==> src/design/awg_pkg.sv <==
// ----------------------------------------------------------------------------
// awg_pkg: shared types and constants for the airtime window governor
// Operation codes, register indexes, sequencer states and divider request.
// ----------------------------------------------------------------------------
`default_nettype none

package awg_pkg;

    localparam int BUCKET_DEPTH_DEF   = 256;
    localparam int BEACON_DEPTH_DEF   = 32;
    localparam int BUCKET_SPAN_MS_DEF = 100;

    // divider: numerator wide enough for window*10, denominator for 16-bit rates
    localparam int DIV_W = 36;
    localparam int DEN_W = 16;

    localparam logic [1:0] OP_ROUTINE = 2'd0;
    localparam logic [1:0] OP_URGENT  = 2'd1;
    localparam logic [1:0] OP_BEACON  = 2'd2;
    localparam logic [1:0] OP_QUERY   = 2'd3;

    localparam logic [3:0] REG_CAP_PERCENT = 4'd0;
    localparam logic [3:0] REG_WINDOW_MS   = 4'd1;
    localparam logic [3:0] REG_PHY_RATE    = 4'd2;
    localparam logic [3:0] REG_PREAMBLE    = 4'd3;

    localparam logic [6:0]  CAP_RESET      = 7'd2;
    localparam logic [14:0] WINDOW_RESET   = 15'd10000;
    localparam logic [15:0] RATE_RESET     = 16'd250;
    localparam logic [15:0] PREAMBLE_RESET = 16'd1000;

    typedef enum logic [3:0] {
        ST_IDLE,
        ST_COST_GO,
        ST_COST_WAIT,
        ST_SPAN_GO,
        ST_SPAN_WAIT,
        ST_SPAN_FIX,
        ST_DECIDE,
        ST_CAP,
        ST_WALK,
        ST_NEED,
        ST_COMMIT,
        ST_BWALK,
        ST_PCT,
        ST_OUT
    } state_t;

    typedef struct packed {
        logic             start;
        logic [DIV_W-1:0] num;
        logic [DEN_W-1:0] den;
    } div_req_t;

endpackage

`default_nettype wire

==> src/design/awg_div.sv <==
// ----------------------------------------------------------------------------
// awg_div: shared restoring divider
// One quotient bit per cycle; quotient holds until the next start.
// ----------------------------------------------------------------------------
`default_nettype none

module awg_div (
    input  wire logic                     clk,
    input  wire logic                     rst_n,
    input  wire awg_pkg::div_req_t        req,
    output logic                          busy,
    output logic [awg_pkg::DIV_W-1:0]     quo
);

    localparam int CW = $clog2(awg_pkg::DIV_W + 1);

    logic [awg_pkg::DIV_W-1:0] num_reg, num_next;
    logic [awg_pkg::DEN_W-1:0] den_reg, den_next;
    logic [awg_pkg::DEN_W-1:0] rem_reg, rem_next;
    logic [CW-1:0]             cnt_reg, cnt_next;
    logic                      busy_reg, busy_next;
    logic [awg_pkg::DEN_W:0]   trial;
    logic                      fits;

    always_comb
    begin
        trial    = {rem_reg, num_reg[awg_pkg::DIV_W-1]};
        fits     = trial >= {1'b0, den_reg};
        num_next = num_reg;
        den_next = den_reg;
        rem_next = rem_reg;
        cnt_next = cnt_reg;
        busy_next = busy_reg;
        if (req.start)
        begin
            num_next  = req.num;
            den_next  = req.den;
            rem_next  = '0;
            cnt_next  = CW'(awg_pkg::DIV_W);
            busy_next = 1'b1;
        end
        else if (busy_reg)
        begin
            // shift in the next numerator bit, quotient bit enters at the bottom
            rem_next = fits ? awg_pkg::DEN_W'(trial - {1'b0, den_reg})
                            : trial[awg_pkg::DEN_W-1:0];
            num_next = {num_reg[awg_pkg::DIV_W-2:0], fits};
            cnt_next = cnt_reg - CW'(1);
            busy_next = cnt_reg != CW'(1);
        end
    end

    always_ff @(posedge clk or negedge rst_n)
    begin
        if (!rst_n)
        begin
            busy_reg <= 1'b0;
            cnt_reg  <= '0;
        end
        else
        begin
            busy_reg <= busy_next;
            cnt_reg  <= cnt_next;
        end
    end

    always_ff @(posedge clk)
    begin
        num_reg <= num_next;
        den_reg <= den_next;
        rem_reg <= rem_next;
    end

    assign busy = busy_reg;
    assign quo  = num_reg;

endmodule

`default_nettype wire
==> config.mk <==
export PLATFORM = sky130hd
export DESIGN_NAME = awg_div
export DESIGN_NICKNAME = d
export VERILOG_FILES = /design/src/design/awg_pkg.sv /design/src/design/awg_div.sv
export SDC_FILE = /design/constraint.sdc
export NUM_CORES = 1
export LEC_CHECK = 0
export ABC_AREA = 1
export BUFFER_PORTS_ARGS = -buffer_cell sky130_fd_sc_hd__buf_2
export CORE_AREA = 2 2 92 94
export CTS_CLUSTER_DIAMETER = 100
export CTS_CLUSTER_SIZE = 8
export DETAILED_ROUTE_END_ITERATION = 6
export DIE_AREA = 0 0 94 96
export PLACE_DENSITY_LB_ADDON = 0.3
export RECOVER_POWER = 25
export REMOVE_ABC_BUFFERS = 1
export SETUP_SLACK_MARGIN = 0.1
export SYNTH_ARGS = -nofsm -noshare
export SYNTH_HDL_FRONTEND = slang
export SYNTH_SLANG_ARGS = --single-unit
==> constraint.sdc <==
create_clock -name clk -period 3.1 [get_ports clk]
set_input_delay 0.31 -clock clk [delete_from_list [all_inputs] [get_ports clk]]
set_output_delay 0.31 -clock clk [all_outputs]
set_load 0.05 [all_outputs]
==> flow_summary.json <==
{
  "clk_path_buf_depth": 2,
  "grt_overflow_total": 0,
  "core_um2": 8050,
  "io_pins": 92,
  "clock_latency_ns": 0.34,
  "most-common-layout-cells": "nand2_1, buf_2, inv_1",
  "cts_sinks": 75,
  "period_needed_ns": 2.35,
  "drv_cap": 1,
  "cp-startpoint": "req[52]",
  "die_w_um": 94,
  "first_pass_iters": 4,
  "path_class": "in2reg",
  "cts_tree": "done",
  "p_leak_nw": 2.64,
  "fin_skew_ns": 0.0150,
  "dr_total_vias": 3610,
  "drt.antenna.violating_nets": 0,
  "power.density_nw_per_um2": 733,
  "hp-class": "in2reg",
  "gp_congestion": 0.901,
  "vias_per_cell": 4.92,
  "path_max_fanout": 51,
  "die_h_um": 96,
  "clk_transition_reported_paths_ns": 0.09,
  "yosysUniqueCellTypes": 39,
  "dpl.cell_count": 716,
  "status": "finished with violations",
  "start_kind": "primary input",
  "setup_viol": 0,
  "cts_setup_buffers": 0,
  "reg2reg_from": "quo[35]$_DFFE_PP_",
  "largest_register_ff_count": 36,
  "cts_root_buf": "clkbuf_8",
  "min_from": "req[2]",
  "hold_buffers": 1,
  "final_nets": 697,
  "htree_levels": 3,
  "cts_resized": 0,
  "slew_viol_final": 52,
  "ys_ff_latch": 75,
  "tightestPinTransition_ns": 2.32,
  "hpwl_um": 6870,
  "async_reset_ff_share_pct": 9.33,
  "final_common_cell": "nand2_1",
  "syn_to_final_growth_pct": 17.4,
  "die_area_um2": 9020,
  "wirelength_um": 9260,
  "wl_per_cell_um": 12.6,
  "drcViolationCount": 0,
  "synthFlopType": "edfxtp_1",
  "max-vdd-ir-drop_uv": 371,
  "max_freq_mhz": 425,
  "timing.final.crit_share_pct": 75.9,
  "yosys_warnings": 0,
  "numPortBuffers": 91,
  "finalSetupTns_ns": 0,
  "crit_path_end_kind": "register",
  "cts_buffers": 9,
  "track_usage_pct": 22.2,
  "hold_violations": 0,
  "grt_setup_unrepaired": "false",
  "violations": "max-capacitance violations, max-slew violations",
  "drt_iter0_markers": 122,
  "final_cells": 733,
  "mappedNetlistArea_um2": 4270,
  "grt_first_pass_wirelength_um": 15700,
  "avgSynthCellArea_um2": 8.04,
  "synth_seq_area_share_pct": 48.2,
  "antenna_cells": 0,
  "num_rows": 33,
  "p_total_mw": 3.67,
  "cp.arrival_ns": 2.55,
  "slew_headroom_pct": -55.0,
  "drive_above_1_share_pct": 21.0,
  "initial_core_util_pct": 53.0,
  "grt_antenna_before_repair": 0,
  "netlist_instances": 531,
  "grt_pass1_vias": 3574,
  "synth-edff-count": 52,
  "cp.required_ns": 3.29,
  "grt_max_degree": 52
}
## critical path: stages
cell and delay (ns):
buf_2 0.18, clkbuf_1 1.68, nand2_1 0.17, nand2_1 0.18
## logic make-up (layout without fill, tap and decap cells)
group,count (synthesis),after routing,share of synthesized area [%]
xor gates and xnor gates,6,6,1.23
buffers and inverters,89,186,8.62
adders and majority gates,19,19,5.74
and+or+nand+nor,312,312,32.1
DFF,75,75,48.2
AOI/OAI and AO/OA,30,30,4.16
## per-stage QoR
step	instance area (um^2)	setup WS, ns	utilization (%)	hold slack, ns
floorplan	4190	0.722	-	0.0144
global placement	4790	1.04	59.5	0.148
detailed placement	4790	1.06	59.5	0.150
CTS	5020	1.05	62.3	0.114
global route	5010	0.504	62.2	0.111
finish	5010	0.747	62.2	0.134
## final timing paths
check,to,slack (ns),cells past startpoint
worst max-delay path,quo[15]$_DFFE_PP_,0.75,4
worst min-delay path,den_reg[2]$_DFFE_PP_,0.13,1
worst max register to register,rem_reg[14]$_SDFFE_PP0P_,1.05,11
worst min register to register,rem_reg[9]$_SDFFE_PP0P_,0.48,2
max in group asynchronous,cnt_reg[3]$_DFFE_PN0P_,2.43,2
min in group asynchronous,busy$_DFF_PN0_,0.38,2
## cell usage after synthesis, types with 4 or more instances
cell type / n / area (um^2)
nand3_1: 35 / 175
inv_1: 71 / 267
nand3b_1: 8 / 60.1
ha_1: 18 / 225
a21oi_1: 11 / 55.1
xnor2_1: 4 / 35.0
dfxtp_1: 16 / 320
clkbuf_1: 7 / 26.3
dfrtp_1: 7 / 175
inv_2: 4 / 15.0
edfxtp_1: 52 / 1560
nor2_2: 6 / 37.5
nor3_1: 6 / 30.0
nand2_2: 6 / 37.5
nand4_1: 4 / 25.0
nand2_1: 221 / 830
o21ai_0: 10 / 50.1
nand3_2: 5 / 50.1
nor2_1: 16 / 60.1
## power by group
group	leakage (nW)	switching, mW	internal, mW	total [mW]
clock	0.108	0.366	0.460	0.826
sequential	0.765	0.0885	1.24	1.32
combinational	1.77	1.01	0.509	1.52
## cell type report
type	instances	area, um^2
fill	733	3040
sequential	75	2060
multi-input combinational	367	1840
timing repair buffer	94	474
inverter	76	285
clock buffer	11	131
tap	105	131
clock inverter	5	86.3
## metal layers
metal	part of all wire (%)	global-route usage (%)	wire length (um)	vias up
li1	-	-	-	1869
met4	1.3	9.78	124	0
met1	44	28.1	4080	1637
met3	6.5	5.40	601	10
met5	0	0	0	-
met2	48	36.5	4460	94
Note: power is estimated with default switching activity, not from simulation.
